File: src/rtl/pli_pkg.sv
// Shared types, widths and constants of the PID controller with leaky integrator.
// Used by the register file, controller, datapath and top level; depends on nothing.
`default_nettype none

package pli_pkg;

   // Field widths of the configuration registers.
   localparam int GAIN_W    = 24;
   localparam int LEAK_W    = 16;
   localparam int STEP_T_W  = 24;
   localparam int RATE_W    = 16;
   localparam int ILIM_W    = 20;
   localparam int OLIM_W    = 15;

   // Configuration port.
   localparam int CSR_ADDR_W = 5;
   localparam int CSR_DATA_W = 32;
   localparam int REG_IDX_W  = 3;

   // Reset values of the configuration registers.
   localparam logic [GAIN_W-1:0]   PROP_GAIN_RST    = 24'd78643;
   localparam logic [GAIN_W-1:0]   INTEG_GAIN_RST   = 24'd3932160;
   localparam logic [GAIN_W-1:0]   DERIV_GAIN_RST   = 24'd3277;
   localparam logic [LEAK_W-1:0]   LEAK_FACTOR_RST  = 16'd64553;
   localparam logic [STEP_T_W-1:0] STEP_TIME_RST    = 24'd33554;
   localparam logic [RATE_W-1:0]   STEP_RATE_RST    = 16'd500;
   localparam logic [ILIM_W-1:0]   INTEG_LIMIT_RST  = 20'd1000000;
   localparam logic [OLIM_W-1:0]   OUTPUT_LIMIT_RST = 15'd10000;

   // Datapath widths.
   localparam int IN_W     = 16;
   localparam int ERR_W    = 17;
   localparam int DIFF_W   = 18;
   localparam int SUM_W    = 39;
   localparam int DERIV_W  = 34;
   localparam int INTEG_W  = 38;
   localparam int ACC_W    = 62;
   localparam int TOTAL_W  = 60;
   localparam int MUL_A_W  = 25;
   localparam int MUL_B_W  = 21;
   localparam int PROD_W   = MUL_A_W + MUL_B_W;
   localparam int LO_W     = 20;
   localparam int FRAC_W   = 16;
   localparam int INC_SHIFT = 8;
   localparam int OUT_W    = 16;

   typedef enum logic [REG_IDX_W-1:0] {
      REG_PROP_GAIN    = 3'd0,
      REG_INTEG_GAIN   = 3'd1,
      REG_DERIV_GAIN   = 3'd2,
      REG_LEAK_FACTOR  = 3'd3,
      REG_STEP_TIME    = 3'd4,
      REG_STEP_RATE    = 3'd5,
      REG_INTEG_LIMIT  = 3'd6,
      REG_OUTPUT_LIMIT = 3'd7
   } reg_index_type;

   typedef struct packed {
      logic [GAIN_W-1:0]   prop_gain;
      logic [GAIN_W-1:0]   integ_gain;
      logic [GAIN_W-1:0]   deriv_gain;
      logic [LEAK_W-1:0]   leak_factor;
      logic [STEP_T_W-1:0] step_time;
      logic [RATE_W-1:0]   step_rate;
      logic [ILIM_W-1:0]   integ_limit;
      logic [OLIM_W-1:0]   output_limit;
   } cfg_type;

   typedef struct packed {
      logic signed [IN_W-1:0] set_point;
      logic signed [IN_W-1:0] measured;
   } req_type;

   typedef struct packed {
      logic signed [OUT_W-1:0] drive;
      logic                    saturated;
   } rsp_type;

   // One code per datapath step; each multiply step names the multiply issued in that cycle.
   typedef enum logic [3:0] {
      STEP_NONE     = 4'd0,
      STEP_INC      = 4'd1,
      STEP_DER      = 4'd2,
      STEP_LEAK_LO  = 4'd3,
      STEP_LEAK_HI  = 4'd4,
      STEP_PROP     = 4'd5,
      STEP_DRV_LO   = 4'd6,
      STEP_DRV_HI   = 4'd7,
      STEP_INT_LO   = 4'd8,
      STEP_INT_HI   = 4'd9,
      STEP_INT_FIN  = 4'd10,
      STEP_SUM      = 4'd11,
      STEP_OUT      = 4'd12
   } step_type;

   typedef struct packed {
      logic     capture;
      step_type step;
      logic     out_load;
   } cmd_type;

   typedef struct packed {
      logic out_free;
   } status_type;

endpackage

`default_nettype wire

File: src/rtl/pid_leaky_integrator_core.sv
// Top level of the PID controller with a leaky integrator.
// Depends on pli_pkg, pli_csr, pli_ctrl and pli_datapath.
//
// Usage: each word on the request channel (req_valid, req_stall, req_data) carries a
// set point and a measured value. The block answers every word with exactly one word
// on the response channel (rsp_valid, rsp_stall, rsp_data): the clamped drive and a
// flag that is set when the drive was clamped to the output limit.
// Gains, leak factor, step time, step rate and both limits sit in eight registers
// on the APB-style csr_ port, register i at byte address 4*i. Write them only while
// no word is in flight; pready is always high.
// Sequencing: after the request word is accepted, the shared 25x21 multiplier is used in
// nine consecutive steps, since the leaky sum, the derivative term and the integral
// term are each split into two partial products; the result is then summed, clamped
// and loaded into the output register. A new word is taken only once the previous one
// has left the datapath, so an update must finish before the next word is accepted.
// When the receiver stalls, the finished result waits in the output register while
// the next word is already accepted and processed; it then waits in its last step
// until the output register is free.
// Reset clears the integrator, the previous error and the response valid flag,
// and restores all registers to their default values.
`default_nettype none

module pid_leaky_integrator_core (
   input  wire logic                             clock,
   input  wire logic                             reset,
   input  wire logic                             req_valid,
   output logic                                  req_stall,
   input  wire pli_pkg::req_type                 req_data,
   output logic                                  rsp_valid,
   input  wire logic                             rsp_stall,
   output pli_pkg::rsp_type                      rsp_data,
   input  wire logic                             csr_psel,
   input  wire logic                             csr_penable,
   input  wire logic                             csr_pwrite,
   input  wire logic [pli_pkg::CSR_ADDR_W-1:0]   csr_paddr,
   input  wire logic [pli_pkg::CSR_DATA_W-1:0]   csr_pwdata,
   output logic      [pli_pkg::CSR_DATA_W-1:0]   csr_prdata,
   output logic                                  csr_pready
);

   // Live configuration, read directly by the datapath.
   pli_pkg::cfg_type    cfg;
   // Step commands from the sequencer and the output register status back to it.
   pli_pkg::cmd_type    cmd;
   pli_pkg::status_type status;

   pli_csr u_csr (
      .clock       (clock),
      .reset       (reset),
      .csr_psel    (csr_psel),
      .csr_penable (csr_penable),
      .csr_pwrite  (csr_pwrite),
      .csr_paddr   (csr_paddr),
      .csr_pwdata  (csr_pwdata),
      .csr_prdata  (csr_prdata),
      .csr_pready  (csr_pready),
      .cfg         (cfg)
   );

   // The sequencer accepts a request word only from its idle state.
   pli_ctrl u_ctrl (
      .clock     (clock),
      .reset     (reset),
      .req_valid (req_valid),
      .req_stall (req_stall),
      .status    (status),
      .cmd       (cmd)
   );

   // The datapath holds the controller state and the output register.
   pli_datapath u_datapath (
      .clock     (clock),
      .reset     (reset),
      .cfg       (cfg),
      .cmd       (cmd),
      .status    (status),
      .req_data  (req_data),
      .rsp_valid (rsp_valid),
      .rsp_stall (rsp_stall),
      .rsp_data  (rsp_data)
   );

endmodule

`default_nettype wire

File: src/rtl/pli_csr.sv
// Configuration register file with an APB-style access port.
// Depends on pli_pkg for register widths, reset values and indexes.
`default_nettype none

module pli_csr (
   input  wire logic                             clock,
   input  wire logic                             reset,
   input  wire logic                             csr_psel,
   input  wire logic                             csr_penable,
   input  wire logic                             csr_pwrite,
   input  wire logic [pli_pkg::CSR_ADDR_W-1:0]   csr_paddr,
   input  wire logic [pli_pkg::CSR_DATA_W-1:0]   csr_pwdata,
   output logic      [pli_pkg::CSR_DATA_W-1:0]   csr_prdata,
   output logic                                  csr_pready,
   output pli_pkg::cfg_type                      cfg
);

   pli_pkg::cfg_type      cfg_ff, cfg_in;
   pli_pkg::reg_index_type idx;
   logic                  wr_en;

   assign idx        = pli_pkg::reg_index_type'(csr_paddr[pli_pkg::CSR_ADDR_W-1:2]);
   assign wr_en      = csr_psel && csr_penable && csr_pwrite;
   assign csr_pready = 1'b1;
   assign cfg        = cfg_ff;

   always_comb begin
      cfg_in = cfg_ff;
      if (wr_en) begin
         case (idx)
            pli_pkg::REG_PROP_GAIN:    cfg_in.prop_gain    = csr_pwdata[pli_pkg::GAIN_W-1:0];
            pli_pkg::REG_INTEG_GAIN:   cfg_in.integ_gain   = csr_pwdata[pli_pkg::GAIN_W-1:0];
            pli_pkg::REG_DERIV_GAIN:   cfg_in.deriv_gain   = csr_pwdata[pli_pkg::GAIN_W-1:0];
            pli_pkg::REG_LEAK_FACTOR:  cfg_in.leak_factor  = csr_pwdata[pli_pkg::LEAK_W-1:0];
            pli_pkg::REG_STEP_TIME:    cfg_in.step_time    = csr_pwdata[pli_pkg::STEP_T_W-1:0];
            pli_pkg::REG_STEP_RATE:    cfg_in.step_rate    = csr_pwdata[pli_pkg::RATE_W-1:0];
            pli_pkg::REG_INTEG_LIMIT:  cfg_in.integ_limit  = csr_pwdata[pli_pkg::ILIM_W-1:0];
            pli_pkg::REG_OUTPUT_LIMIT: cfg_in.output_limit = csr_pwdata[pli_pkg::OLIM_W-1:0];
            default: cfg_in = cfg_ff;
         endcase
      end
   end

   always_comb begin
      case (idx)
         pli_pkg::REG_PROP_GAIN:
            csr_prdata = {{(pli_pkg::CSR_DATA_W-pli_pkg::GAIN_W){1'b0}}, cfg_ff.prop_gain};
         pli_pkg::REG_INTEG_GAIN:
            csr_prdata = {{(pli_pkg::CSR_DATA_W-pli_pkg::GAIN_W){1'b0}}, cfg_ff.integ_gain};
         pli_pkg::REG_DERIV_GAIN:
            csr_prdata = {{(pli_pkg::CSR_DATA_W-pli_pkg::GAIN_W){1'b0}}, cfg_ff.deriv_gain};
         pli_pkg::REG_LEAK_FACTOR:
            csr_prdata = {{(pli_pkg::CSR_DATA_W-pli_pkg::LEAK_W){1'b0}}, cfg_ff.leak_factor};
         pli_pkg::REG_STEP_TIME:
            csr_prdata = {{(pli_pkg::CSR_DATA_W-pli_pkg::STEP_T_W){1'b0}}, cfg_ff.step_time};
         pli_pkg::REG_STEP_RATE:
            csr_prdata = {{(pli_pkg::CSR_DATA_W-pli_pkg::RATE_W){1'b0}}, cfg_ff.step_rate};
         pli_pkg::REG_INTEG_LIMIT:
            csr_prdata = {{(pli_pkg::CSR_DATA_W-pli_pkg::ILIM_W){1'b0}}, cfg_ff.integ_limit};
         pli_pkg::REG_OUTPUT_LIMIT:
            csr_prdata = {{(pli_pkg::CSR_DATA_W-pli_pkg::OLIM_W){1'b0}}, cfg_ff.output_limit};
         default: csr_prdata = '0;
      endcase
   end

   always_ff @(posedge clock) begin
      if (reset) begin
         cfg_ff.prop_gain    <= pli_pkg::PROP_GAIN_RST;
         cfg_ff.integ_gain   <= pli_pkg::INTEG_GAIN_RST;
         cfg_ff.deriv_gain   <= pli_pkg::DERIV_GAIN_RST;
         cfg_ff.leak_factor  <= pli_pkg::LEAK_FACTOR_RST;
         cfg_ff.step_time    <= pli_pkg::STEP_TIME_RST;
         cfg_ff.step_rate    <= pli_pkg::STEP_RATE_RST;
         cfg_ff.integ_limit  <= pli_pkg::INTEG_LIMIT_RST;
         cfg_ff.output_limit <= pli_pkg::OUTPUT_LIMIT_RST;
      end else begin
         cfg_ff <= cfg_in;
      end
   end

endmodule

`default_nettype wire

File: src/rtl/pli_ctrl.sv
// Sequencing state machine: steps the shared multiplier through one control update.
// Depends on pli_pkg for the command and status types.
`default_nettype none

module pli_ctrl (
   input  wire logic                clock,
   input  wire logic                reset,
   input  wire logic                req_valid,
   output logic                     req_stall,
   input  wire pli_pkg::status_type status,
   output pli_pkg::cmd_type         cmd
);

   typedef enum logic [12:0] {
      ST_IDLE     = 13'b0000000000001,
      ST_INC      = 13'b0000000000010,
      ST_DER      = 13'b0000000000100,
      ST_LEAK_LO  = 13'b0000000001000,
      ST_LEAK_HI  = 13'b0000000010000,
      ST_PROP     = 13'b0000000100000,
      ST_DRV_LO   = 13'b0000001000000,
      ST_DRV_HI   = 13'b0000010000000,
      ST_INT_LO   = 13'b0000100000000,
      ST_INT_HI   = 13'b0001000000000,
      ST_INT_FIN  = 13'b0010000000000,
      ST_SUM      = 13'b0100000000000,
      ST_OUT      = 13'b1000000000000
   } state_type;

   state_type state_ff, state_in;
   logic      accept;

   assign req_stall = (state_ff != ST_IDLE);
   assign accept    = req_valid && !req_stall;

   always_comb begin
      state_in     = state_ff;
      cmd.capture  = 1'b0;
      cmd.step     = pli_pkg::STEP_NONE;
      cmd.out_load = 1'b0;
      case (state_ff)
         ST_IDLE: begin
            cmd.capture = accept;
            if (accept) state_in = ST_INC;
         end
         ST_INC: begin
            cmd.step = pli_pkg::STEP_INC;
            state_in = ST_DER;
         end
         ST_DER: begin
            cmd.step = pli_pkg::STEP_DER;
            state_in = ST_LEAK_LO;
         end
         ST_LEAK_LO: begin
            cmd.step = pli_pkg::STEP_LEAK_LO;
            state_in = ST_LEAK_HI;
         end
         ST_LEAK_HI: begin
            cmd.step = pli_pkg::STEP_LEAK_HI;
            state_in = ST_PROP;
         end
         ST_PROP: begin
            cmd.step = pli_pkg::STEP_PROP;
            state_in = ST_DRV_LO;
         end
         ST_DRV_LO: begin
            cmd.step = pli_pkg::STEP_DRV_LO;
            state_in = ST_DRV_HI;
         end
         ST_DRV_HI: begin
            cmd.step = pli_pkg::STEP_DRV_HI;
            state_in = ST_INT_LO;
         end
         ST_INT_LO: begin
            cmd.step = pli_pkg::STEP_INT_LO;
            state_in = ST_INT_HI;
         end
         ST_INT_HI: begin
            cmd.step = pli_pkg::STEP_INT_HI;
            state_in = ST_INT_FIN;
         end
         ST_INT_FIN: begin
            cmd.step = pli_pkg::STEP_INT_FIN;
            state_in = ST_SUM;
         end
         ST_SUM: begin
            cmd.step = pli_pkg::STEP_SUM;
            state_in = ST_OUT;
         end
         ST_OUT: begin
            cmd.step = pli_pkg::STEP_OUT;
            if (status.out_free) begin
               cmd.out_load = 1'b1;
               state_in     = ST_IDLE;
            end
         end
         default: state_in = ST_IDLE;
      endcase
   end

   always_ff @(posedge clock) begin
      if (reset) begin
         state_ff <= ST_IDLE;
      end else begin
         state_ff <= state_in;
      end
   end

   // A result is only loaded into an output register that can take it.
   a_load_when_free: assert property (@(posedge clock) disable iff (reset)
      cmd.out_load |-> status.out_free)
      else $error("result loaded while output register is held");

   // Without an accepted word the sequencer stays idle.
   a_idle_holds: assert property (@(posedge clock) disable iff (reset)
      (state_ff == ST_IDLE) && !accept |=> (state_ff == ST_IDLE))
      else $error("sequencer left idle without an accepted word");

   // A finished result waits while the output register is blocked.
   a_out_waits: assert property (@(posedge clock) disable iff (reset)
      (state_ff == ST_OUT) && !status.out_free |=> (state_ff == ST_OUT))
      else $error("finished result dropped while output was blocked");

endmodule

`default_nettype wire

File: src/rtl/pli_datapath.sv
// Datapath: one shared 25x21 signed multiplier, accumulators, controller state and
// the output register. Depends on pli_pkg; driven by commands from pli_ctrl.
`default_nettype none

module pli_datapath (
   input  wire logic              clock,
   input  wire logic              reset,
   input  wire pli_pkg::cfg_type  cfg,
   input  wire pli_pkg::cmd_type  cmd,
   output pli_pkg::status_type    status,
   input  wire pli_pkg::req_type  req_data,
   output logic                   rsp_valid,
   input  wire logic              rsp_stall,
   output pli_pkg::rsp_type       rsp_data
);

   localparam int ASH_W = pli_pkg::ACC_W - pli_pkg::FRAC_W;
   localparam int A_W   = pli_pkg::MUL_A_W;
   localparam int B_W   = pli_pkg::MUL_B_W;
   localparam int LO    = pli_pkg::LO_W;

   logic signed [pli_pkg::ERR_W-1:0]   err_ff, err_in, prev_ff, prev_in;
   logic signed [pli_pkg::DIFF_W-1:0]  diff;
   logic signed [pli_pkg::SUM_W-1:0]   sum_ff, sum_in;
   logic signed [pli_pkg::DERIV_W-1:0] deriv_ff, deriv_in;
   logic signed [pli_pkg::ACC_W-1:0]   acc_ff, acc_in, prod_acc;
   logic signed [pli_pkg::INTEG_W-1:0] integ_ff, integ_in;
   logic signed [pli_pkg::TOTAL_W-1:0] total_ff, total_in, prod_tot, olim;
   logic signed [A_W-1:0]              mul_a;
   logic signed [B_W-1:0]              mul_b;
   logic signed [pli_pkg::PROD_W-1:0]  prod_ff, prod_in, prod_rnd, inc;
   logic signed [ASH_W-1:0]            acc_sh, ilim_q, ilim_neg;
   logic signed [31:0]                 t32, mag32;
   logic signed [pli_pkg::OUT_W-1:0]   mag16, lim16;
   logic                               over, under;
   logic                               rsp_valid_ff, rsp_valid_in;
   pli_pkg::rsp_type                   rsp_data_ff, rsp_data_in;

   assign diff = {err_ff[pli_pkg::ERR_W-1], err_ff} - {prev_ff[pli_pkg::ERR_W-1], prev_ff};

   assign prod_acc = {{(pli_pkg::ACC_W-pli_pkg::PROD_W){prod_ff[pli_pkg::PROD_W-1]}}, prod_ff};
   assign prod_tot = {{(pli_pkg::TOTAL_W-pli_pkg::PROD_W){prod_ff[pli_pkg::PROD_W-1]}}, prod_ff};

   // Round to nearest, ties up, before dropping the low bits of the increment.
   assign prod_rnd = prod_ff + {{(pli_pkg::PROD_W-pli_pkg::INC_SHIFT){1'b0}}, 1'b1,
                                {(pli_pkg::INC_SHIFT-1){1'b0}}};
   assign inc      = prod_rnd >>> pli_pkg::INC_SHIFT;

   assign acc_sh   = acc_ff[pli_pkg::ACC_W-1:pli_pkg::FRAC_W];
   assign ilim_q   = {{(ASH_W-pli_pkg::ILIM_W-pli_pkg::FRAC_W){1'b0}}, cfg.integ_limit,
                      {pli_pkg::FRAC_W{1'b0}}};
   assign ilim_neg = -ilim_q;

   // Operand selection for the shared multiplier.
   always_comb begin
      mul_a = '0;
      mul_b = '0;
      case (cmd.step)
         pli_pkg::STEP_INC: begin
            mul_a = {{(A_W-pli_pkg::STEP_T_W){1'b0}}, cfg.step_time};
            mul_b = {{(B_W-pli_pkg::ERR_W){err_ff[pli_pkg::ERR_W-1]}}, err_ff};
         end
         pli_pkg::STEP_DER: begin
            mul_a = {{(A_W-pli_pkg::RATE_W){1'b0}}, cfg.step_rate};
            mul_b = {{(B_W-pli_pkg::DIFF_W){diff[pli_pkg::DIFF_W-1]}}, diff};
         end
         pli_pkg::STEP_LEAK_LO: begin
            mul_a = {{(A_W-pli_pkg::LEAK_W){1'b0}}, cfg.leak_factor};
            mul_b = {{(B_W-LO){1'b0}}, sum_ff[LO-1:0]};
         end
         pli_pkg::STEP_LEAK_HI: begin
            mul_a = {{(A_W-pli_pkg::LEAK_W){1'b0}}, cfg.leak_factor};
            mul_b = {{(B_W-pli_pkg::SUM_W+LO){sum_ff[pli_pkg::SUM_W-1]}},
                     sum_ff[pli_pkg::SUM_W-1:LO]};
         end
         pli_pkg::STEP_PROP: begin
            mul_a = {{(A_W-pli_pkg::GAIN_W){1'b0}}, cfg.prop_gain};
            mul_b = {{(B_W-pli_pkg::ERR_W){err_ff[pli_pkg::ERR_W-1]}}, err_ff};
         end
         pli_pkg::STEP_DRV_LO: begin
            mul_a = {{(A_W-pli_pkg::GAIN_W){1'b0}}, cfg.deriv_gain};
            mul_b = {{(B_W-LO){1'b0}}, deriv_ff[LO-1:0]};
         end
         pli_pkg::STEP_DRV_HI: begin
            mul_a = {{(A_W-pli_pkg::GAIN_W){1'b0}}, cfg.deriv_gain};
            mul_b = {{(B_W-pli_pkg::DERIV_W+LO){deriv_ff[pli_pkg::DERIV_W-1]}},
                     deriv_ff[pli_pkg::DERIV_W-1:LO]};
         end
         pli_pkg::STEP_INT_LO: begin
            mul_a = {{(A_W-pli_pkg::GAIN_W){1'b0}}, cfg.integ_gain};
            mul_b = {{(B_W-LO){1'b0}}, integ_ff[LO-1:0]};
         end
         pli_pkg::STEP_INT_HI: begin
            mul_a = {{(A_W-pli_pkg::GAIN_W){1'b0}}, cfg.integ_gain};
            mul_b = {{(B_W-pli_pkg::INTEG_W+LO){integ_ff[pli_pkg::INTEG_W-1]}},
                     integ_ff[pli_pkg::INTEG_W-1:LO]};
         end
         default: begin
            mul_a = '0;
            mul_b = '0;
         end
      endcase
   end

   assign prod_in = mul_a * mul_b;

   // Accumulation of the product issued one step earlier.
   always_comb begin
      err_in   = err_ff;
      prev_in  = prev_ff;
      sum_in   = sum_ff;
      deriv_in = deriv_ff;
      acc_in   = acc_ff;
      integ_in = integ_ff;
      total_in = total_ff;
      if (cmd.capture) begin
         err_in = {req_data.set_point[pli_pkg::IN_W-1], req_data.set_point}
                - {req_data.measured[pli_pkg::IN_W-1], req_data.measured};
      end
      case (cmd.step)
         pli_pkg::STEP_DER: begin
            sum_in = {integ_ff[pli_pkg::INTEG_W-1], integ_ff} + inc[pli_pkg::SUM_W-1:0];
         end
         pli_pkg::STEP_LEAK_LO: begin
            deriv_in = prod_ff[pli_pkg::DERIV_W-1:0];
            prev_in  = err_ff;
         end
         pli_pkg::STEP_LEAK_HI: begin
            // The rounding half is folded in here so the later shift is a plain floor.
            acc_in = prod_acc + (pli_pkg::ACC_W'(1) <<< (pli_pkg::FRAC_W - 1));
         end
         pli_pkg::STEP_PROP: begin
            acc_in = acc_ff + (prod_acc <<< LO);
         end
         pli_pkg::STEP_DRV_LO: begin
            if (acc_sh > ilim_q) begin
               integ_in = ilim_q[pli_pkg::INTEG_W-1:0];
            end else if (acc_sh < ilim_neg) begin
               integ_in = ilim_neg[pli_pkg::INTEG_W-1:0];
            end else begin
               integ_in = acc_sh[pli_pkg::INTEG_W-1:0];
            end
            total_in = prod_tot;
         end
         pli_pkg::STEP_DRV_HI: begin
            total_in = total_ff + prod_tot;
         end
         pli_pkg::STEP_INT_LO: begin
            total_in = total_ff + (prod_tot <<< LO);
         end
         pli_pkg::STEP_INT_HI: begin
            acc_in = prod_acc + (pli_pkg::ACC_W'(1) <<< (pli_pkg::FRAC_W - 1));
         end
         pli_pkg::STEP_INT_FIN: begin
            acc_in = acc_ff + (prod_acc <<< LO);
         end
         pli_pkg::STEP_SUM: begin
            total_in = total_ff + {{(pli_pkg::TOTAL_W-ASH_W){acc_sh[ASH_W-1]}}, acc_sh};
         end
         default: begin
            acc_in = acc_ff;
         end
      endcase
   end

   // Output clamp and truncation toward zero.
   assign olim  = {{(pli_pkg::TOTAL_W-pli_pkg::OLIM_W-pli_pkg::FRAC_W){1'b0}},
                   cfg.output_limit, {pli_pkg::FRAC_W{1'b0}}};
   assign over  = total_ff > olim;
   assign under = total_ff < -olim;
   assign t32   = total_ff[31:0];
   assign mag32 = t32[31] ? -t32 : t32;
   assign mag16 = {1'b0, mag32[30:pli_pkg::FRAC_W]};
   assign lim16 = {1'b0, cfg.output_limit};

   always_comb begin
      rsp_data_in = rsp_data_ff;
      if (over) begin
         rsp_data_in.drive     = lim16;
         rsp_data_in.saturated = 1'b1;
      end else if (under) begin
         rsp_data_in.drive     = -lim16;
         rsp_data_in.saturated = 1'b1;
      end else begin
         rsp_data_in.drive     = t32[31] ? -mag16 : mag16;
         rsp_data_in.saturated = 1'b0;
      end
   end

   assign status.out_free = !rsp_valid_ff || !rsp_stall;
   assign rsp_valid_in    = cmd.out_load || (rsp_valid_ff && rsp_stall);
   assign rsp_valid       = rsp_valid_ff;
   assign rsp_data        = rsp_data_ff;

   always_ff @(posedge clock) begin
      if (reset) begin
         rsp_valid_ff <= 1'b0;
         prev_ff      <= '0;
         integ_ff     <= '0;
      end else begin
         rsp_valid_ff <= rsp_valid_in;
         prev_ff      <= prev_in;
         integ_ff     <= integ_in;
      end
   end

   always_ff @(posedge clock) begin
      err_ff   <= err_in;
      sum_ff   <= sum_in;
      deriv_ff <= deriv_in;
      acc_ff   <= acc_in;
      total_ff <= total_in;
      prod_ff  <= prod_in;
      if (cmd.out_load) begin
         rsp_data_ff <= rsp_data_in;
      end
   end

   // The integrator never leaves the widest clamp that any limit setting allows.
   a_integ_bound: assert property (@(posedge clock) disable iff (reset)
      (integ_ff <= $signed({2'b00, {pli_pkg::ILIM_W{1'b1}}, {pli_pkg::FRAC_W{1'b0}}}))
      && (integ_ff >= -$signed({2'b00, {pli_pkg::ILIM_W{1'b1}}, {pli_pkg::FRAC_W{1'b0}}})))
      else $error("integrator outside its clamp range");

   // A taken result frees the output register unless a new one is loaded.
   a_rsp_drains: assert property (@(posedge clock) disable iff (reset)
      rsp_valid_ff && !rsp_stall && !cmd.out_load |=> !rsp_valid_ff)
      else $error("result repeated after it was taken");

endmodule

`default_nettype wire
File: config.mk
export PLATFORM = sky130hd
export DESIGN_NAME = pid_leaky_integrator_core
export DESIGN_NICKNAME = d
export VERILOG_FILES = /design/src/rtl/pli_pkg.sv /design/src/rtl/pid_leaky_integrator_core.sv /design/src/rtl/pli_csr.sv /design/src/rtl/pli_ctrl.sv /design/src/rtl/pli_datapath.sv
export SDC_FILE = /design/constraint.sdc
export NUM_CORES = 2
export LEC_CHECK = 0
export BUFFER_PORTS_ARGS = -buffer_cell sky130_fd_sc_hd__buf_2
export CORE_MARGIN = 5
export CORE_UTILIZATION = 53
export CTS_BUF_LIST = sky130_fd_sc_hd__clkbuf_16
export DETAILED_ROUTE_END_ITERATION = 16
export HOLD_SLACK_MARGIN = 0.08
export PLACE_DENSITY_LB_ADDON = 0.25
export SLEW_MARGIN = 20
export SYNTH_ARGS = -nofsm -noshare
export SYNTH_HDL_FRONTEND = slang
export SYNTH_SLANG_ARGS = --single-unit
File: constraint.sdc
create_clock -name clock -period 18.1 [get_ports clock]
set_input_delay 0 -clock clock [delete_from_list [all_inputs] [get_ports clock]]
set_output_delay 0 -clock clock [all_outputs]
set_load 0.005 [all_outputs]
==> summary.txt <==
Floorplan
  – Core Footprint: 0.106 mm²
  – Total Die Area: 0.113 mm²
  – Die W: 337 µm
  – Count of standard-cell rows: 119
  – Effective utilization at floorplan: 53.5%
  – I/O pin cnt: 128
  – Die height: 337 µm

Power and ir drop
  – Reported leakage power: 0.0282 µW
  – Gate power share: 14.6%
  – Maximum VDD drop: 89.4 µV
  – Seq pwr share: 41.7%
  – Pwr dens: 46.3 mW/mm²
  – Relative contribution of the clock network to total power: 43.7%
  – Switching power: 810 µW
  – Pint: 2030 µW
  – Fraction of power spent switching nets: 28.5%

Layout
  – Share of final-layout standard cells stronger than drive strength 1: 6.06%
  – Total Nets Final: 7978
  – Fill cell instance count of the final layout: 9654
  – Signed area change from the synthesized netlist to the final layout: 8.44%
  – Highest-count cells in the layout ignoring fill and taps: sky130_fd_sc_hd__nand2_1 (1006), sky130_fd_sc_hd__inv_1 (731), sky130_fd_sc_hd__ha_1 (567)
  – Leading cell type in the layout, fill and taps excluded: sky130_fd_sc_hd__nand2_1

Min path
  – Endpoint of the worst hold path: u_datapath.err_ff[10]
  – Worst Hold Class: in -> reg
  – Number of cells on the worst hold path: 5
  – Startpoint of the worst hold path: req_data[9]

Yosys
  – Post-Synthesis Cell Area: 0.0566 mm²
  – Sequential element share of the synthesized area: 21.1%
  – Synth top area cells: sky130_fd_sc_hd__fa_1 (15%), sky130_fd_sc_hd__ha_1 (13%), sky130_fd_sc_hd__edfxtp_1 (11%)
  – Average cell area after synthesis: 8.21 µm²
  – Number of distinct standard cells referenced by the synthesized netlist: 88
  – Most area-hungry cell type in the Yosys netlist: sky130_fd_sc_hd__fa_1
  – Post-synth EDFFs: 213
  – Synthesized flop and latch total: 491
  – Proportion of register bits with asynchronous set or reset after synthesis: 0%
  – Number of warnings issued by yosys: 0
  – Gate count after technology mapping: 6894
  – Proportion of netlist area held by the largest area contributor: 15.0%
  – Top_reg_cell synth: sky130_fd_sc_hd__dfxtp_1

STA
  – Max-Slew Margin vs Limit: 16.4%
  – Hold Slack: 0.0977 ns
  – Period Utilization, post-route: 61.4%
  – Transition time of the tightest slew-check pin: 1.25 ns
  – Number of hold violations in the final report: 0
  – Peak clock frequency supported by timing: 89.9 MHz
  – Final setup slack of the worst path: 6.98 ns
  – Skew final: 0.0351 ns
  – RSZ-0062 raised after global routing: no
  – Final setup violation count: 0
  – Final count of pins violating max slew: 0
  – Sum of negative setup slack: 0 ns
  – Post-layout minimum cycle time: 11.12 ns

Clocking
  – Insertion delay to the later sink of the worst-skew pair: 0.67 ns
  – CTS tree: yes
  – CTS H-tree depth: 2
  – Root buffer cell: sky130_fd_sc_hd__clkbuf_16
  – Clock buffer count from CTS: 57
  – Number of buffers on the longest clock path: 3
  – Clk slew on worst S/H paths: 0.06 ns
  – TritonCTS Sinks: 491

Placed design
  – Last weighted congestion value of the routability-driven placer: 0.982
  – Half-perimeter wire length after placement: 152000 µm
  – Worst-case setup slack after placement: 7.03 ns
  – Quantity of I/O buffers inserted on ports: 108

Worst setup path
  – Worst R2R Start: u_datapath.err_ff[0]
  – Most frequent cell on the critical path: sky130_fd_sc_hd__fa_1
  – Worst path required time: 18.65 ns
  – Slack of the worst reg-to-reg path: 6.98 ns
  – Worst reg2reg path endpoint: u_datapath.prod_ff[44]
  – Highest-delay cell along the critical path: sky130_fd_sc_hd__o21ai_1
  – Delay of the slowest critical-path stage: 0.84 ns
  – Number of cell instances on the worst register-to-register path: 37
  – Setup crit end kind: register
  – Critical path start-end classification: reg -> reg
  – Worst EP arrival: 11.67 ns
  – Nature of the critical path startpoint: register
  – CP max FO: 10

Detailed routing
  – Antenna viol nets, final: 0
  – Detailed Route WL: 198000 µm
  – Per-cell via count in the routed design: 6.30
  – Post-route DRC: 0
  – Wire length per cell: 23.8 µm
  – Via Count: 52656
  – First-pass iteration count of the detailed router: 8
  – DRT iter0 DRCs: 5634

Global route
  – Total routing usage reported by global routing: 34.1%
  – Vias in the first global route: 50471
  – Residual overflow from global routing: 0
  – Antenna violations before repair: 3
  – Wire length of the first global-routing pass: 300000 µm
  – Maximum number of pins on one net before global-route repair: 93

Run status
  – Result of the run: finished, final reports clean

Run
  – Max-cap viol count: 0
## cell type report
cell class | count | area [µm²] | area share (%)
Clock buffer | 60 | 1500 | 2.45
Tap cell | 1391 | 1740 | 2.84
Sequential cell | 491 | 12000 | 19.5
Clock inverter | 47 | 483 | 0.787
Timing Repair Buffer | 302 | 2200 | 3.59
Antenna cell | 1 | 2.50 | 0.00408
Inverter | 729 | 2740 | 4.46
Multi-Input combinational cell | 5331 | 40700 | 66.4
## critical path, delay by kind of cell (launching register included)
kind | cells | cell delay [ns]
xor gates and xnor gates | 1 | 0.21
and+or+nand+nor | 3 | 0.34
adders and majority gates | 10 | 4.61
AOI/OAI and AO/OA | 18 | 5.09
buffers and inverters | 5 | 0.29
DFF | 1 | 0.44
## synth_stat cells, drive strengths merged, types with 48 or more instances
cell / count
nand3b: 53
fa: 423
nand2b: 56
xnor2: 249
nor3: 79
nand4: 76
ha: 567
inv: 726
nor2: 536
a21oi: 553
dfxtp: 278
edfxtp: 213
and2: 61
o21a: 60
a221oi: 55
a211oi: 51
a22oi: 72
o21bai: 51
o21ai: 269
a21o: 177
xor2: 137
clkbuf: 304
nor2b: 63
nand3: 121
and3: 48
nand2: 1006
## cells by family after synthesis
| group | synth area share [%] |
|---|---|
| buffers and inverters | 7.29 |
| XOR/XNOR | 5.98 |
| AND/OR/NAND/NOR | 17.8 |
| AO/OA/AOI/OAI | 19.2 |
| flip-flops | 21.1 |
| adder cells (fa/ha/maj) | 27.5 |
| other | 0.0133 |
| multiplexers | 1.02 |
## sequential cells by signal, indices dropped and copies added, names as in the netlist
register and cells:
u_ctrl.state_ff 13, u_datapath.err_ff 17, u_datapath.rsp_valid 1, u_datapath.prev_ff 17, u_datapath.acc_ff 46, u_datapath.total_ff 60
u_csr.cfg 163, u_datapath.integ_ff 38, u_datapath.prod_ff 46, u_datapath.sum_ff 39, u_datapath.rsp_data 17, u_datapath.deriv_ff 34
## per-stage QoR
step	instance area (µm²)	power [µW]	util (%)	std cells
CTS	61300	2840	58.0	8348
floorplan	56600	1460	-	6901
global placement	58600	1580	55.4	8167
global route	61300	2930	58.0	8351
finish	61400	2840	58.0	8352
detailed placement	58600	1590	55.4	8167
## per-layer routing
layer  global-route usage [%]  up-vias  part of all wire, %
met5                        0        -                    0
met4                     13.2        0                  4.5
met3                     5.41      502                   10
met2                     53.3     2665                   44
met1                     47.7    25656                   42
li1                         -    23833                    -
## repair_timing
action	in CTS	in global routing
hold buffers	74	0
hold endpoints to repair	252	0
resized for setup	0	0
setup buffers	0	0
endpoints found under the setup margin	0	0
## worst max path at each step
stage,cells after the start,startpoint,slack [ns],to
6_report,37,u_datapath.err_ff[0],6.98,u_datapath.prod_ff[44]
2_1_floorplan,35,u_ctrl.state_ff[8],8.31,u_datapath.prod_ff[44]
3_3_place_gp,37,u_datapath.err_ff[0],7.23,u_datapath.prod_ff[44]
4_1_cts,31,u_ctrl.state_ff[11],7.02,u_datapath.prod_ff[44]
3_5_place_dp,33,u_ctrl.state_ff[11],7.03,u_datapath.prod_ff[44]
5_1_grt,37,u_datapath.err_ff[0],6.45,u_datapath.prod_ff[44]
## power groups by stage
stage / combinational (µW) / sequential, µW / clock [µW]
after floorplan: 258 / 1200 / 0
after global placement: 376 / 1210 / 0
after detailed placement: 380 / 1210 / 0
after CTS: 404 / 1180 / 1250
after global routing: 446 / 1190 / 1300
final: 415 / 1180 / 1240
Note: power is estimated with default switching activity, not from simulation.
